[config.mk]
export PLATFORM = sky130hd
export DESIGN_NAME = deferred_event_timer_table_flat
export DESIGN_NICKNAME = d
export VERILOG_FILES = /design/src/rtl/core/dett_pkg.sv /design/src/rtl/core/dett_if.sv /design/src/rtl/core/dett_cell.sv /design/src/rtl/core/dett_ctrl.sv /design/src/rtl/core/deferred_event_timer_table.sv /design/src/flat_wrapper.sv
export SDC_FILE = /design/constraint.sdc
export NUM_CORES = 2
export LEC_CHECK = 0
export BUFFER_PORTS_ARGS = -buffer_cell sky130_fd_sc_hd__buf_2
export CAP_MARGIN = 20
export CORE_ASPECT_RATIO = 1.75
export CORE_MARGIN = 5
export CORE_UTILIZATION = 48
export CTS_CLUSTER_DIAMETER = 80
export DETAILED_ROUTE_END_ITERATION = 16
export PLACE_DENSITY = 0.69
export SETUP_SLACK_MARGIN = 0.2
export SLEW_MARGIN = 20
export SYNTH_ARGS = -nofsm -noshare
export SYNTH_HDL_FRONTEND = slang
export SYNTH_SLANG_ARGS = --single-unit
[constraint.sdc]
create_clock -name clk -period 6.1 [get_ports clk]
set_clock_uncertainty 0.2 [all_clocks]
set_input_delay 1.525 -clock clk [delete_from_list [all_inputs] [get_ports clk]]
set_output_delay 1.525 -clock clk [all_outputs]
set_load 0.02 [all_outputs]
[src/rtl/core/dett_pkg.sv]
// Shared types and constants for the deferred event timer table.
// No dependencies; every other file takes names from here by scope or by import.
package dett_pkg;

  localparam int TABLE_DEPTH = 16;
  localparam int COUNT_WIDTH = 16;
  localparam int IDX_W       = $clog2(TABLE_DEPTH);
  localparam int NUM_W       = $clog2(TABLE_DEPTH + 1);

  localparam int DELAY_W    = 16;
  localparam int CODE_W     = 4;
  localparam int TARGET_W   = 8;
  localparam int STATUS_W   = 3;
  localparam int CFG_IDX_W  = 2;
  localparam int CFG_DATA_W = 4;

  localparam logic [32:0] COUNT_MAX = (33'd1 << COUNT_WIDTH) - 33'd1;

  typedef enum logic [STATUS_W-1:0] {
    ST_ACCEPTED  = 3'd0,
    ST_DUPLICATE = 3'd1,
    ST_FULL      = 3'd2,
    ST_EXPIRED   = 3'd3,
    ST_NONE      = 3'd4
  } status_t;

  typedef enum logic [CFG_IDX_W-1:0] {
    REG_SHUTDOWN = 2'd0,
    REG_HOLD     = 2'd1,
    REG_DEDUP    = 2'd2
  } cfg_reg_t;

  typedef struct packed {
    logic              shutdown;
    logic              hold;
    logic [CODE_W-1:0] dedup_code;
  } cfg_t;

  typedef struct packed {
    logic                   valid;
    logic                   expired;
    logic [COUNT_WIDTH-1:0] count;
    logic [CODE_W-1:0]      code;
    logic [TARGET_W-1:0]    target;
  } entry_t;

  typedef enum logic [1:0] {
    OP_HOLD,
    OP_DEC,
    OP_SHIFT,
    OP_INSERT
  } cell_op_t;

  typedef struct packed {
    cell_op_t            op;
    logic [TARGET_W-1:0] probe_target;
  } cell_ctl_t;

  typedef enum logic [1:0] {
    S_IDLE,
    S_EXEC,
    S_COUNT,
    S_PASS
  } ctrl_state_t;

  // Clamp an inserted delay to the countdown range.
  function automatic logic [COUNT_WIDTH-1:0] sat_delay(input logic [DELAY_W-1:0] d);
    logic [32:0] w;
    w = 33'(d);
    if (w > COUNT_MAX) w = COUNT_MAX;
    return w[COUNT_WIDTH-1:0];
  endfunction

endpackage

[src/rtl/core/dett_if.sv]
// Valid/ready channel interfaces for command items and result items.
// Depends on dett_pkg for field widths.
interface dett_in_if;
  logic                          valid;
  logic                          ready;
  logic                          command;
  logic [dett_pkg::DELAY_W-1:0]  delay_ticks;
  logic [dett_pkg::CODE_W-1:0]   event_code;
  logic [dett_pkg::TARGET_W-1:0] target_id;

  modport source(output valid, command, delay_ticks, event_code, target_id, input ready);
  modport sink(input valid, command, delay_ticks, event_code, target_id, output ready);
endinterface

interface dett_out_if;
  logic                          valid;
  logic                          ready;
  logic [dett_pkg::STATUS_W-1:0] status;
  logic [dett_pkg::CODE_W-1:0]   fired_event_code;
  logic [dett_pkg::TARGET_W-1:0] fired_target_id;
  logic                          last_result;
  logic                          pending_nonempty;

  modport source(output valid, status, fired_event_code, fired_target_id, last_result,
                 pending_nonempty, input ready);
  modport sink(input valid, status, fired_event_code, fired_target_id, last_result,
               pending_nonempty, output ready);
endinterface

[src/rtl/core/dett_cell.sv]
// One timer cell: holds an entry, decrements it, loads it or shifts from its upper neighbor.
// Depends on dett_pkg.
module dett_cell (
  input  logic                clk,
  input  logic                rst,
  input  dett_pkg::cell_ctl_t ctl,
  input  logic                sel,
  input  dett_pkg::entry_t    load,
  input  dett_pkg::entry_t    nbr,
  output dett_pkg::entry_t    q,
  output logic                hit
);

  always_ff @(posedge clk) begin
    if (rst) begin
      q.valid   <= 1'b0;
      q.expired <= 1'b0;
    end else begin
      case (ctl.op)
        dett_pkg::OP_DEC: begin
          if (q.valid) begin
            q.count   <= q.count - 1'b1;
            q.expired <= (q.count == dett_pkg::COUNT_WIDTH'(1));
          end
        end
        dett_pkg::OP_SHIFT: begin
          q <= sel ? load : nbr;
        end
        dett_pkg::OP_INSERT: begin
          if (sel) q <= load;
        end
        default: ;
      endcase
    end
  end

  assign hit = q.valid && (q.target == ctl.probe_target);

endmodule

[src/rtl/core/dett_ctrl.sv]
// Sequencer for the timer chain: command decode, insert, tick pass, result register.
// Depends on dett_pkg and the channel interfaces in dett_if.
module dett_ctrl (
  input  logic                                clk,
  input  logic                                rst,
  dett_in_if.sink                             in_ch,
  dett_out_if.source                          out_ch,
  input  dett_pkg::cfg_t                      cfg,
  input  dett_pkg::entry_t                    head,
  input  logic [dett_pkg::TABLE_DEPTH-1:0]    hit_vec,
  input  logic [dett_pkg::TABLE_DEPTH-1:0]    exp_vec,
  output dett_pkg::cell_ctl_t                 ctl,
  output logic [dett_pkg::TABLE_DEPTH-1:0]    sel,
  output dett_pkg::entry_t                    load
);

  localparam int D  = dett_pkg::TABLE_DEPTH;
  localparam int NW = dett_pkg::NUM_W;
  localparam int IW = dett_pkg::IDX_W;

  dett_pkg::ctrl_state_t state, state_next;

  logic                          cmd_tick;
  logic [dett_pkg::DELAY_W-1:0]  c_delay;
  logic [dett_pkg::CODE_W-1:0]   c_code;
  logic [dett_pkg::TARGET_W-1:0] c_target;

  logic [NW-1:0] n;         // pending entries, packed from cell 0 upward
  logic [NW-1:0] rem;       // entries still to pass the head
  logic [NW-1:0] exp_left;  // expired results still to deliver
  logic [IW-1:0] wr;        // cell that takes the next survivor
  logic          pend;

  logic                          o_valid;
  dett_pkg::status_t             o_status;
  logic [dett_pkg::CODE_W-1:0]   o_code;
  logic [dett_pkg::TARGET_W-1:0] o_target;
  logic                          o_last;
  logic                          o_pend;

  logic                          slot_free, ignore, dup, full, head_fire, step;
  logic [NW-1:0]                 exp_cnt;
  dett_pkg::status_t             ins_status;
  logic                          emit, e_last, e_pend;
  dett_pkg::status_t             e_status;
  logic [dett_pkg::CODE_W-1:0]   e_code;
  logic [dett_pkg::TARGET_W-1:0] e_target;

  assign slot_free = !o_valid || out_ch.ready;
  assign ignore    = cfg.shutdown || (cmd_tick && cfg.hold);
  assign dup       = (c_code == cfg.dedup_code) && (|hit_vec);
  assign full      = (n == NW'(D));
  assign exp_cnt   = NW'($countones(exp_vec));
  assign head_fire = head.expired;
  assign step      = !head_fire || slot_free;

  always_comb begin
    if (dup)       ins_status = dett_pkg::ST_DUPLICATE;
    else if (full) ins_status = dett_pkg::ST_FULL;
    else           ins_status = dett_pkg::ST_ACCEPTED;
  end

  // next state
  always_comb begin
    state_next = state;
    case (state)
      dett_pkg::S_IDLE: begin
        if (in_ch.valid) state_next = dett_pkg::S_EXEC;
      end
      dett_pkg::S_EXEC: begin
        if (ignore || !cmd_tick) begin
          if (slot_free) state_next = dett_pkg::S_IDLE;
        end else begin
          state_next = dett_pkg::S_COUNT;
        end
      end
      dett_pkg::S_COUNT: begin
        if (exp_cnt == '0) begin
          if (slot_free) state_next = dett_pkg::S_IDLE;
        end else begin
          state_next = dett_pkg::S_PASS;
        end
      end
      dett_pkg::S_PASS: begin
        if (step && rem == NW'(1)) state_next = dett_pkg::S_IDLE;
      end
      default: state_next = dett_pkg::S_IDLE;
    endcase
  end

  // outputs to the chain and to the result register
  always_comb begin
    ctl.op           = dett_pkg::OP_HOLD;
    ctl.probe_target = c_target;
    sel              = '0;
    load             = head;
    load.expired     = 1'b0;
    emit             = 1'b0;
    e_status         = dett_pkg::ST_NONE;
    e_code           = '0;
    e_target         = '0;
    e_last           = 1'b1;
    e_pend           = (n != '0);
    case (state)
      dett_pkg::S_EXEC: begin
        if (ignore) begin
          emit = slot_free;
        end else if (!cmd_tick) begin
          emit     = slot_free;
          e_status = ins_status;
          if (ins_status == dett_pkg::ST_ACCEPTED) begin
            e_pend = 1'b1;
            if (slot_free) begin
              ctl.op       = dett_pkg::OP_INSERT;
              sel          = D'(1) << n[IW-1:0];
              load.valid   = 1'b1;
              load.expired = 1'b0;
              load.count   = dett_pkg::sat_delay(c_delay);
              load.code    = c_code;
              load.target  = c_target;
            end
          end
        end else begin
          ctl.op = dett_pkg::OP_DEC;
        end
      end
      dett_pkg::S_COUNT: begin
        if (exp_cnt == '0) emit = slot_free;
      end
      dett_pkg::S_PASS: begin
        if (step) begin
          ctl.op = dett_pkg::OP_SHIFT;
          if (!head_fire) begin
            sel = D'(1) << wr;
          end else begin
            emit     = 1'b1;
            e_status = dett_pkg::ST_EXPIRED;
            e_code   = head.code;
            e_target = head.target;
            e_last   = (exp_left == NW'(1));
            e_pend   = pend;
          end
        end
      end
      default: ;
    endcase
  end

  always_ff @(posedge clk) begin
    if (rst) begin
      state   <= dett_pkg::S_IDLE;
      n       <= '0;
      o_valid <= 1'b0;
    end else begin
      state <= state_next;
      if (emit) o_valid <= 1'b1;
      else if (out_ch.ready) o_valid <= 1'b0;
      case (state)
        dett_pkg::S_EXEC: begin
          if (!ignore && !cmd_tick && slot_free && ins_status == dett_pkg::ST_ACCEPTED)
            n <= n + 1'b1;
        end
        dett_pkg::S_PASS: begin
          if (step && head_fire) n <= n - 1'b1;
        end
        default: ;
      endcase
    end
  end

  always_ff @(posedge clk) begin
    if (state == dett_pkg::S_IDLE && in_ch.valid) begin
      cmd_tick <= in_ch.command;
      c_delay  <= in_ch.delay_ticks;
      c_code   <= in_ch.event_code;
      c_target <= in_ch.target_id;
    end
    if (state == dett_pkg::S_COUNT) begin
      exp_left <= exp_cnt;
      rem      <= n;
      wr       <= IW'(n - NW'(1));
      pend     <= (n != exp_cnt);
    end
    if (state == dett_pkg::S_PASS && step) begin
      rem <= rem - 1'b1;
      if (head_fire) begin
        exp_left <= exp_left - 1'b1;
        wr       <= wr - 1'b1;
      end
    end
    if (emit) begin
      o_status <= e_status;
      o_code   <= e_code;
      o_target <= e_target;
      o_last   <= e_last;
      o_pend   <= e_pend;
    end
  end

  assign in_ch.ready             = (state == dett_pkg::S_IDLE);
  assign out_ch.valid            = o_valid;
  assign out_ch.status           = o_status;
  assign out_ch.fired_event_code = o_code;
  assign out_ch.fired_target_id  = o_target;
  assign out_ch.last_result      = o_last;
  assign out_ch.pending_nonempty = o_pend;

endmodule

[src/rtl/core/deferred_event_timer_table.sv]
// Top level of the deferred event timer table: config registers, cell chain, sequencer.
// Depends on dett_pkg, dett_if, dett_cell and dett_ctrl.
//
// Pending events live in a chain of cells kept in insertion order, oldest in cell 0.
// An insert or an ignored command runs in an execute state that registers its result.
// A tick decrements every cell in the execute state and counts the expired entries in a
// count state, which registers the result when nothing expires; otherwise the chain
// shifts every pending entry past the head, one per cycle, delivering expired
// entries oldest first and packing survivors back in order. A stalled result output
// holds the pass on an expiring entry. One item is in work at a time; the next is
// taken once the previous result is in the output register.
module deferred_event_timer_table (
  input  logic                              clk,
  input  logic                              rst,
  dett_in_if.sink                           in_ch,
  dett_out_if.source                        out_ch,
  input  logic                              cfg_we,
  input  logic [dett_pkg::CFG_IDX_W-1:0]    cfg_idx,
  input  logic [dett_pkg::CFG_DATA_W-1:0]   cfg_data
);

  localparam int D = dett_pkg::TABLE_DEPTH;

  dett_pkg::cfg_t      cfg;
  dett_pkg::cell_ctl_t ctl;
  dett_pkg::entry_t    load;
  dett_pkg::entry_t    cell_q [D];
  logic [D-1:0]        sel, hit_vec, exp_vec, vld_vec;

  always_ff @(posedge clk) begin
    if (rst) begin
      cfg.shutdown   <= 1'b0;
      cfg.hold       <= 1'b0;
      cfg.dedup_code <= '1;
    end else if (cfg_we) begin
      if (cfg_idx == dett_pkg::REG_SHUTDOWN) cfg.shutdown <= cfg_data[0];
      if (cfg_idx == dett_pkg::REG_HOLD) cfg.hold <= cfg_data[0];
      if (cfg_idx == dett_pkg::REG_DEDUP) cfg.dedup_code <= cfg_data[dett_pkg::CODE_W-1:0];
    end
  end

  for (genvar i = 0; i < D; i++) begin : g_cell
    dett_pkg::entry_t nbr;
    if (i == D - 1) begin : g_top
      assign nbr = '0;
    end else begin : g_mid
      assign nbr = cell_q[i+1];
    end
    dett_cell u_cell (
      .clk  (clk),
      .rst  (rst),
      .ctl  (ctl),
      .sel  (sel[i]),
      .load (load),
      .nbr  (nbr),
      .q    (cell_q[i]),
      .hit  (hit_vec[i])
    );
    assign exp_vec[i] = cell_q[i].expired;
    assign vld_vec[i] = cell_q[i].valid;
  end

  dett_ctrl u_ctrl (
    .clk     (clk),
    .rst     (rst),
    .in_ch   (in_ch),
    .out_ch  (out_ch),
    .cfg     (cfg),
    .head    (cell_q[0]),
    .hit_vec (hit_vec),
    .exp_vec (exp_vec),
    .ctl     (ctl),
    .sel     (sel),
    .load    (load)
  );

  // pending entries always sit packed from cell 0 upward, also mid-pass
  a_packed: assert property (@(posedge clk) disable iff (rst)
    ((vld_vec >> 1) & ~vld_vec) == '0)
    else $error("hole in the pending chain");

  a_exp_valid: assert property (@(posedge clk) disable iff (rst)
    (exp_vec & ~vld_vec) == '0)
    else $error("expired mark on an empty cell");

  a_single_last: assert property (@(posedge clk) disable iff (rst)
    out_ch.valid && (out_ch.status != dett_pkg::ST_EXPIRED) |-> out_ch.last_result)
    else $error("single result transaction without last mark");

  a_no_accept_mid_pass: assert property (@(posedge clk) disable iff (rst)
    (ctl.op == dett_pkg::OP_SHIFT) |-> !in_ch.ready)
    else $error("input taken while the chain is shifting");

endmodule

[src/flat_wrapper.sv]
// flat-port wrapper written by rule: the top's interface ports become plain ports
module deferred_event_timer_table_flat 
  (clk, rst, cfg_we, cfg_idx, cfg_data, in_ch_valid, in_ch_command, in_ch_delay_ticks, in_ch_event_code, in_ch_target_id, in_ch_ready, out_ch_valid, out_ch_status, out_ch_fired_event_code, out_ch_fired_target_id, out_ch_last_result, out_ch_pending_nonempty, out_ch_ready);
  dett_in_if in_ch_i ();
  dett_out_if out_ch_i ();
  input  logic clk;
  input  logic rst;
  input  logic cfg_we;
  input  logic [dett_pkg::CFG_IDX_W-1:0] cfg_idx;
  input  logic [dett_pkg::CFG_DATA_W-1:0] cfg_data;
  input wire logic [$bits(in_ch_i.valid)-1:0] in_ch_valid;
  input wire logic [$bits(in_ch_i.command)-1:0] in_ch_command;
  input wire logic [$bits(in_ch_i.delay_ticks)-1:0] in_ch_delay_ticks;
  input wire logic [$bits(in_ch_i.event_code)-1:0] in_ch_event_code;
  input wire logic [$bits(in_ch_i.target_id)-1:0] in_ch_target_id;
  output wire logic [$bits(in_ch_i.ready)-1:0] in_ch_ready;
  output wire logic [$bits(out_ch_i.valid)-1:0] out_ch_valid;
  output wire logic [$bits(out_ch_i.status)-1:0] out_ch_status;
  output wire logic [$bits(out_ch_i.fired_event_code)-1:0] out_ch_fired_event_code;
  output wire logic [$bits(out_ch_i.fired_target_id)-1:0] out_ch_fired_target_id;
  output wire logic [$bits(out_ch_i.last_result)-1:0] out_ch_last_result;
  output wire logic [$bits(out_ch_i.pending_nonempty)-1:0] out_ch_pending_nonempty;
  input wire logic [$bits(out_ch_i.ready)-1:0] out_ch_ready;
  assign in_ch_i.valid = in_ch_valid;
  assign in_ch_i.command = in_ch_command;
  assign in_ch_i.delay_ticks = in_ch_delay_ticks;
  assign in_ch_i.event_code = in_ch_event_code;
  assign in_ch_i.target_id = in_ch_target_id;
  assign in_ch_ready = in_ch_i.ready;
  assign out_ch_valid = out_ch_i.valid;
  assign out_ch_status = out_ch_i.status;
  assign out_ch_fired_event_code = out_ch_i.fired_event_code;
  assign out_ch_fired_target_id = out_ch_i.fired_target_id;
  assign out_ch_last_result = out_ch_i.last_result;
  assign out_ch_pending_nonempty = out_ch_i.pending_nonempty;
  assign out_ch_i.ready = out_ch_ready;
  deferred_event_timer_table u_core (.clk(clk), .rst(rst), .in_ch(in_ch_i), .out_ch(out_ch_i), .cfg_we(cfg_we), .cfg_idx(cfg_idx), .cfg_data(cfg_data));
endmodule
## Yosys cells after proc, flatten, opt, wreduce, memory -nomap -nowiden

Cells that the tools add are included.

- Bits in registers: 555
- Latch bits: 0
- Memory bits (writable): 0
- Memory bits (read-only): 0
- Bits of input ports: 40
- Word-level logic and storage cells: 485
- Memories kept: 0

- Add/subtract/negate cells: 36
- $mul: 0
- Divide/modulo/power cells: 0
- $lt $le $gt $ge: 0
- Eq/ne operators: 81
- Shift-type cells: 2
- Muxes and demuxes: 152
- Bitwise logic cells: 1
- Reduce and logical (&&, ||, !) cells: 114

Operators with widths:

| cell | number |
|---|---|
| 30-bit 2-to-1 mux | 37 |
| 17-bit case mux with 3 select lines | 16 |
| 12-bit case mux with 2 select lines | 16 |
| 17-bit 2-to-1 mux | 16 |
| 16-bit by 1-bit == test with 1-bit output, second input constant | 16 |
| 16-bit by 1-bit subtractor with 16-bit output, second input constant | 16 |
| 8-bit == test | 16 |
| 3-bit AND reduction | 34 |
| 16-bit 2-to-1 mux | 6 |
| 4-bit AND reduction | 16 |
| 2-bit inequality test, second input constant | 20 |
| 2-bit AND reduction | 20 |
| 5-bit 2-to-1 mux | 7 |
| 1-bit case mux with 2 select lines | 17 |
| 2-bit by 1-bit inequality test with 1-bit output, second input constant | 16 |
| 16-bit case mux with 2 select lines | 1 |
| 1-bit by 4-bit left shift with 16-bit output, first input constant | 2 |
| 1-bit logical AND | 25 |
| 2-bit 2-to-1 mux | 12 |
| 1-bit by 1-bit adder with 2-bit output | 8 |
| 16-bit OR reduction | 1 |
| 5-bit by 1-bit subtractor with 5-bit output, second input constant | 3 |
| 2-bit by 2-bit adder with 3-bit output | 4 |
| 1-bit 2-to-1 mux | 12 |
| other kinds (26) | 49 |

## Longest topological paths before layout

- Depth in word-level cells: 13
- Gate-level depth with buffers: 17
- Gate-level depth less buffers: 17

## Hierarchy

Synthesis repeated with hierarchy kept, for this count alone.

- Cell total of the unflattened synthesis: 3137
- Area total of the unflattened synthesis: 35230.0 µm²

Modules (own cells, without submodules):

| module | times used | cells an instance | area an instance (µm²) |
|---|---|---|---|
| dett_cell | 16 | 170 | 1923.1 |
| dett_ctrl | 1 | 388 | 4187.8 |
| deferred_event_timer_table | 1 | 29 | 272.8 |

## Worst setup path after synthesis

OpenSTA, ideal clock, no wires.

- Path type: register to register
- Start: reg u_core.g_cell[10].u_cell.q[28] (netlist bit)
- End: reg u_core.u_ctrl.o_code (netlist bit u_core.u_ctrl.out_ch.fired_event_code[0]) (enable)
- Library setup time: 397 ps
- Arrival time: 4581 ps
- Data required time: 5503 ps
- Path slack: 923 ps
- Stages on the path, launching flop included: 17
- Buffers on the path: 0
- Cell sequence: dfxtp_1 -> inv_1 -> fa_1 -> inv_1 -> fa_1 -> fa_1 -> inv_1 -> fa_1 -> inv_1 -> ha_1 -> inv_1 -> fa_1 -> xor2_1 -> nand4_1 -> o21ai_0 -> nand2_1 -> a21oi_1

- Cells in the longest elaborated chain, start to end: 7

Ends and longest elaborated chain:

| element | RTL line | text |
|---|---|---|
| start, declared | dett_cell.sv:10 | `output dett_pkg::entry_t q,` |
| start signal, assigned | dett_cell.sv:27 | `q <= sel ? load : nbr;` |
| start signal, assigned | dett_cell.sv:30 | `if (sel) q <= load;` |
| 1-bit by 1-bit adder with 2-bit output (not written as such) | dett_ctrl.sv:53 | `assign exp_cnt = NW'($countones(exp_vec));` |
| 2-bit by 2-bit adder with 3-bit output (not written as such) | dett_ctrl.sv:53 |  |
| 3-bit by 3-bit adder with 4-bit output (not written as such) | dett_ctrl.sv:53 |  |
| 4-bit by 4-bit adder with 5-bit output (not written as such) | dett_ctrl.sv:53 |  |
| 5-bit logical NOT | dett_ctrl.sv:128 | `if (exp_cnt == '0) emit = slot_free;` |
| 1-bit 2-to-1 mux | dett_ctrl.sv:128 |  |
| 1-bit case mux with 3 select lines | dett_ctrl.sv:104 | `case (state)` |
| named net u_core.u_ctrl.emit | dett_ctrl.sv:44 | `logic emit, e_last, e_pend;` |
| end signal, assigned | dett_ctrl.sv:193 | `o_code <= e_code;` |
| end, declared | dett_ctrl.sv:36 | `logic [dett_pkg::CODE_W-1:0] o_code;` |

The timed path passes the listed nets, and every way through them passes these cells.
A chain may end at the register's enable or synchronous reset.

## Worst setup path after layout

- Start: reg u_core.g_cell[10].u_cell.q[28] (netlist bit)
- End: reg u_core.u_ctrl.o_target (netlist bit u_core.u_ctrl.out_ch.fired_target_id[0]) (enable)

- Cells in the longest elaborated chain, start to end: 7

Ends and longest elaborated chain:

| element | RTL line | text |
|---|---|---|
| 1-bit by 1-bit adder with 2-bit output (not written as such) | dett_ctrl.sv:53 |  |
| 2-bit by 2-bit adder with 3-bit output (not written as such) | dett_ctrl.sv:53 |  |
| 3-bit by 3-bit adder with 4-bit output (not written as such) | dett_ctrl.sv:53 |  |
| 4-bit by 4-bit adder with 5-bit output (not written as such) | dett_ctrl.sv:53 |  |
| 5-bit logical NOT | dett_ctrl.sv:128 |  |
| 1-bit 2-to-1 mux | dett_ctrl.sv:128 |  |
| 1-bit case mux with 3 select lines | dett_ctrl.sv:104 |  |
| named net u_core.u_ctrl.emit | dett_ctrl.sv:44 |  |
| end signal, assigned | dett_ctrl.sv:194 | `o_target <= e_target;` |
| end, declared | dett_ctrl.sv:37 | `logic [dett_pkg::TARGET_W-1:0] o_target;` |

The timed path passes the listed nets, and every way through them passes these cells.

==> impl_metrics.yaml <==
outcome:
  status: "finished clean"
global_routing:
  grt_pass1_vias: 27909
  grt_use_total_pct: 30.6
  grt_pass1_wl_um: 178000
  grt_remaining_overflow: 0
  antenna_found_initial: 1
  grt_max_degree: 166
logic_synthesis:
  ys_dominant_reg_cell: "edfxtp_1"
  ys_warn_count: 0
  synthArstFlopShare_pct: 0
  syn_avg_cell_area_um2: 10.6
  post_synth_inst_count: 3230
  synth-edff-count: 500
  yosysSeqAreaShare_pct: 47.0
  synth-seq-cells: 555
  syn_nets: 3333
  ys_types: 82
  syn-cell-area_um2: 34300
placed_design:
  portBuffers: 58
  gp_congestion: 1.02
  dp_slack_ns: 0.850
  hpwl_um: 87200
sta:
  finalSetupViolations: 0
  finalHoldViolCount: 0
  postLayoutSetupSlackWorst_ns: 0.760
  tns_ns: 0
  relSlewSlack_pct: 17.9
  report.final.slew_viol_count: 0
  max_freq_ghz: 0.187
  worstMarginPinSlew_ns: 1.23
  fin_crit_sh_pct: 87.5
  period_minus_slack_ns: 5.34
  rsz0062_at_grt: "no"
power:
  ir_drop_mv: 0.384
  p_leak_nw: 12.5
  p_per_area_nw_per_um2: 356
drt:
  drt_first_pass_iters: 8
  wl_per_cell_um: 29.1
  drt_wl_total_um: 121000
  num_vias: 27839
  drc: 0
  vias_per_cell: 6.69
  drt_iter0_drc: 2903
  ant_nets: 0
clock_network:
  cts_resized: 0
  ctsHoldBuffers: 0
  cts_tree: "yes"
  ctsRootBufferMaster: "clkbuf_16"
  cts_setup_buffers: 0
  numCtsBuffers: 53
  clk_pin_slew_worst_paths_ns: 0.07
  cts_sinks: 555
  clk_latency_ns: 0.62
  max-clock-path-buffers: 3
  cts_max_level: 2
setup_path:
  crit_chain: "inv_1 -> fa_1 -> inv_1 -> fa_1 -> fa_1 -> inv_1 -> fa_1 -> inv_1 -> ha_1 -> inv_1 -> fa_1 -> xor2_1 -> nand4_1 -> o21ai_0 -> nand2_1 -> a21oi_2 -> buf_4"
  cpLargestDelayFamily: "adder cells"
  crit_path_top_delay_cell: "fa_1"
  required_ns: 6.18
  critPathArrivalTime_ns: 5.42
  worstReg2RegStart: "u_core.g_cell[10].u_cell.q[28]"
  crit_path_end: "u_core.u_ctrl.out_ch.fired_target_id[0]"
  cp_num_cells: 17
  r2r_cells: 17
  critPathCaptureType: "flip-flop"
  path_max_fanout: 13
  crit_type: "reg -> reg"
  reg2reg_to: "u_core.u_ctrl.out_ch.fired_target_id[0]"
  path_buf_inv: 6
  crit_start: "u_core.g_cell[10].u_cell.q[28]"
  r2r_setup_slack_ns: 0.76
  critPathLaunchType: "flip-flop"
  critical-path-max-stage-delay_ns: 0.54
finish:
  seqCellArea_um2: 16100
  final_common_cell: "edfxtp_1"
  multi_input_area_um2: 16700
  insertedDiodeCount: 0
  layout.nets: 3304
  area_growth_pct: 8.56
  layout_common_cells: "edfxtp_1, o21ai_0, xnor2_1, mux2_2, nand2_1"
  fillerInstances: 6261
  layout-drive-gt1-share_pct: 15.3
floorplan:
  ios: 59
  die_area_um2: 77100
  rows: 129
  die_height_um: 364
  start_util_pct: 48.4
  coreArea_um2: 70900
  dieWidth_um: 212
min_path:
  min_path_type: "reg -> reg"
run:
  maxCapViolations: 0
through the flow:
stage / area, um^2 / instances / power [mW] / hold slack (ns) / utilization [%]
2_1_floorplan: 34300 / 3230 / 8.16 / 0.262 / -
3_3_place_gp: 35300 / 4060 / 9.51 / 0.282 / 49.8
3_5_place_dp: 35400 / 4062 / 9.56 / 0.290 / 49.9
4_1_cts: 37200 / 4160 / 13.2 / 0.307 / 52.5
5_1_grt: 37200 / 4161 / 13.8 / 0.331 / 52.5
6_report: 37200 / 4161 / 13.3 / 0.301 / 52.5
worst min-delay path, cell delays in order, from the launching register on:
cell	delay, ns
dfxtp_1	0.34
mux2i_1	0.07
nand2_1	0.06
layout make-up:
cell class / count / share of cell area, %
Multi-Input combinational cell: 2344 / 44.8
Sequential cell: 555 / 43.3
Clock buffer: 72 / 3.97
Tap cell: 917 / 3.08
Timing Repair Buffer: 161 / 2.97
Clock inverter: 26 / 0.992
Inverter: 86 / 0.867
Yosys cell counts, drive strengths merged (33+ instances only):
cell type,number,area [um^2]
buf,121,802
nand2,178,671
nor2,151,572
nor4,73,457
dfxtp,55,1100
clkbuf,124,469
xor2,162,1420
a311o,46,460
xnor2,192,1680
nor2b,33,206
and2,46,288
o21ai,238,1210
o221ai,39,342
a21oi,156,807
inv,86,323
a211oi,60,450
nor3,137,686
ha,53,663
mux2,192,2180
o211ai,49,368
nand3,89,470
and3,80,500
edfxtp,500,15000
state kept, by name, indices dropped and copies added (netlist names), 2 cells and up:
name                                   count
u_core.u_ctrl.state                        2
u_core.u_ctrl.c_target                     8
u_core.u_ctrl.n                            5
u_core.g_cell.u_cell.q                   480
u_core.u_ctrl.out_ch.fired_target_id       8
u_core.u_ctrl.out_ch.fired_event_code      4
u_core.u_ctrl.exp_left                     5
u_core.u_ctrl.rem                          5
u_core.u_ctrl.wr                           4
u_core.u_ctrl.c_delay                     16
u_core.u_ctrl.c_code                       4
u_core.u_ctrl.out_ch.status                3
u_core.cfg                                 6
where the power goes:
group	internal (mW)	switching (mW)	leakage (nW)	total, mW
registers	4.93	0.573	5.00	5.51
logic	1.54	2.59	6.58	4.13
clock network	2.08	1.55	0.890	3.63
total	8.55	4.71	12.5	13.3
how the worst min path moves through the flow:
stage                                  startpoint                             to  slack [ns]  cells after the start
detailed placement                  u_core.cfg[3]                  u_core.cfg[3]        0.29                      2
floorplan           u_core.g_cell[4].u_cell.q[29]  u_core.g_cell[4].u_cell.q[29]        0.26                      1
global route        u_core.g_cell[4].u_cell.q[29]  u_core.g_cell[4].u_cell.q[29]        0.33                      1
CTS                                 u_core.cfg[2]                  u_core.cfg[2]        0.31                      2
finish                              u_core.cfg[2]                  u_core.cfg[2]        0.30                      2
global placement                    u_core.cfg[2]                  u_core.cfg[2]        0.28                      2
kinds of logic (layout without fill, tap and decap cells):
group / count (synthesis) / in the layout / synth area share (%)
AND/OR/NAND/NOR: 898 / 898 / 13.6
AO/OA/AOI/OAI: 825 / 825 / 16.5
flip-flops: 555 / 555 / 47.0
XOR/XNOR: 354 / 354 / 9.04
buffers and inverters: 331 / 345 / 4.65
multiplexers: 204 / 204 / 6.72
adder cells (fa/ha/maj): 63 / 63 / 2.52
routing by layer:
metal,vias to the layer above,GRT usage [%],share of wire [%]
met5,-,0,0.0091
met4,2,27.7,12
met3,587,5.39,7.5
met2,1491,52.6,49
met1,13554,31.3,32
li1,12205,-,-
Note: power is estimated with default switching activity, not from simulation.
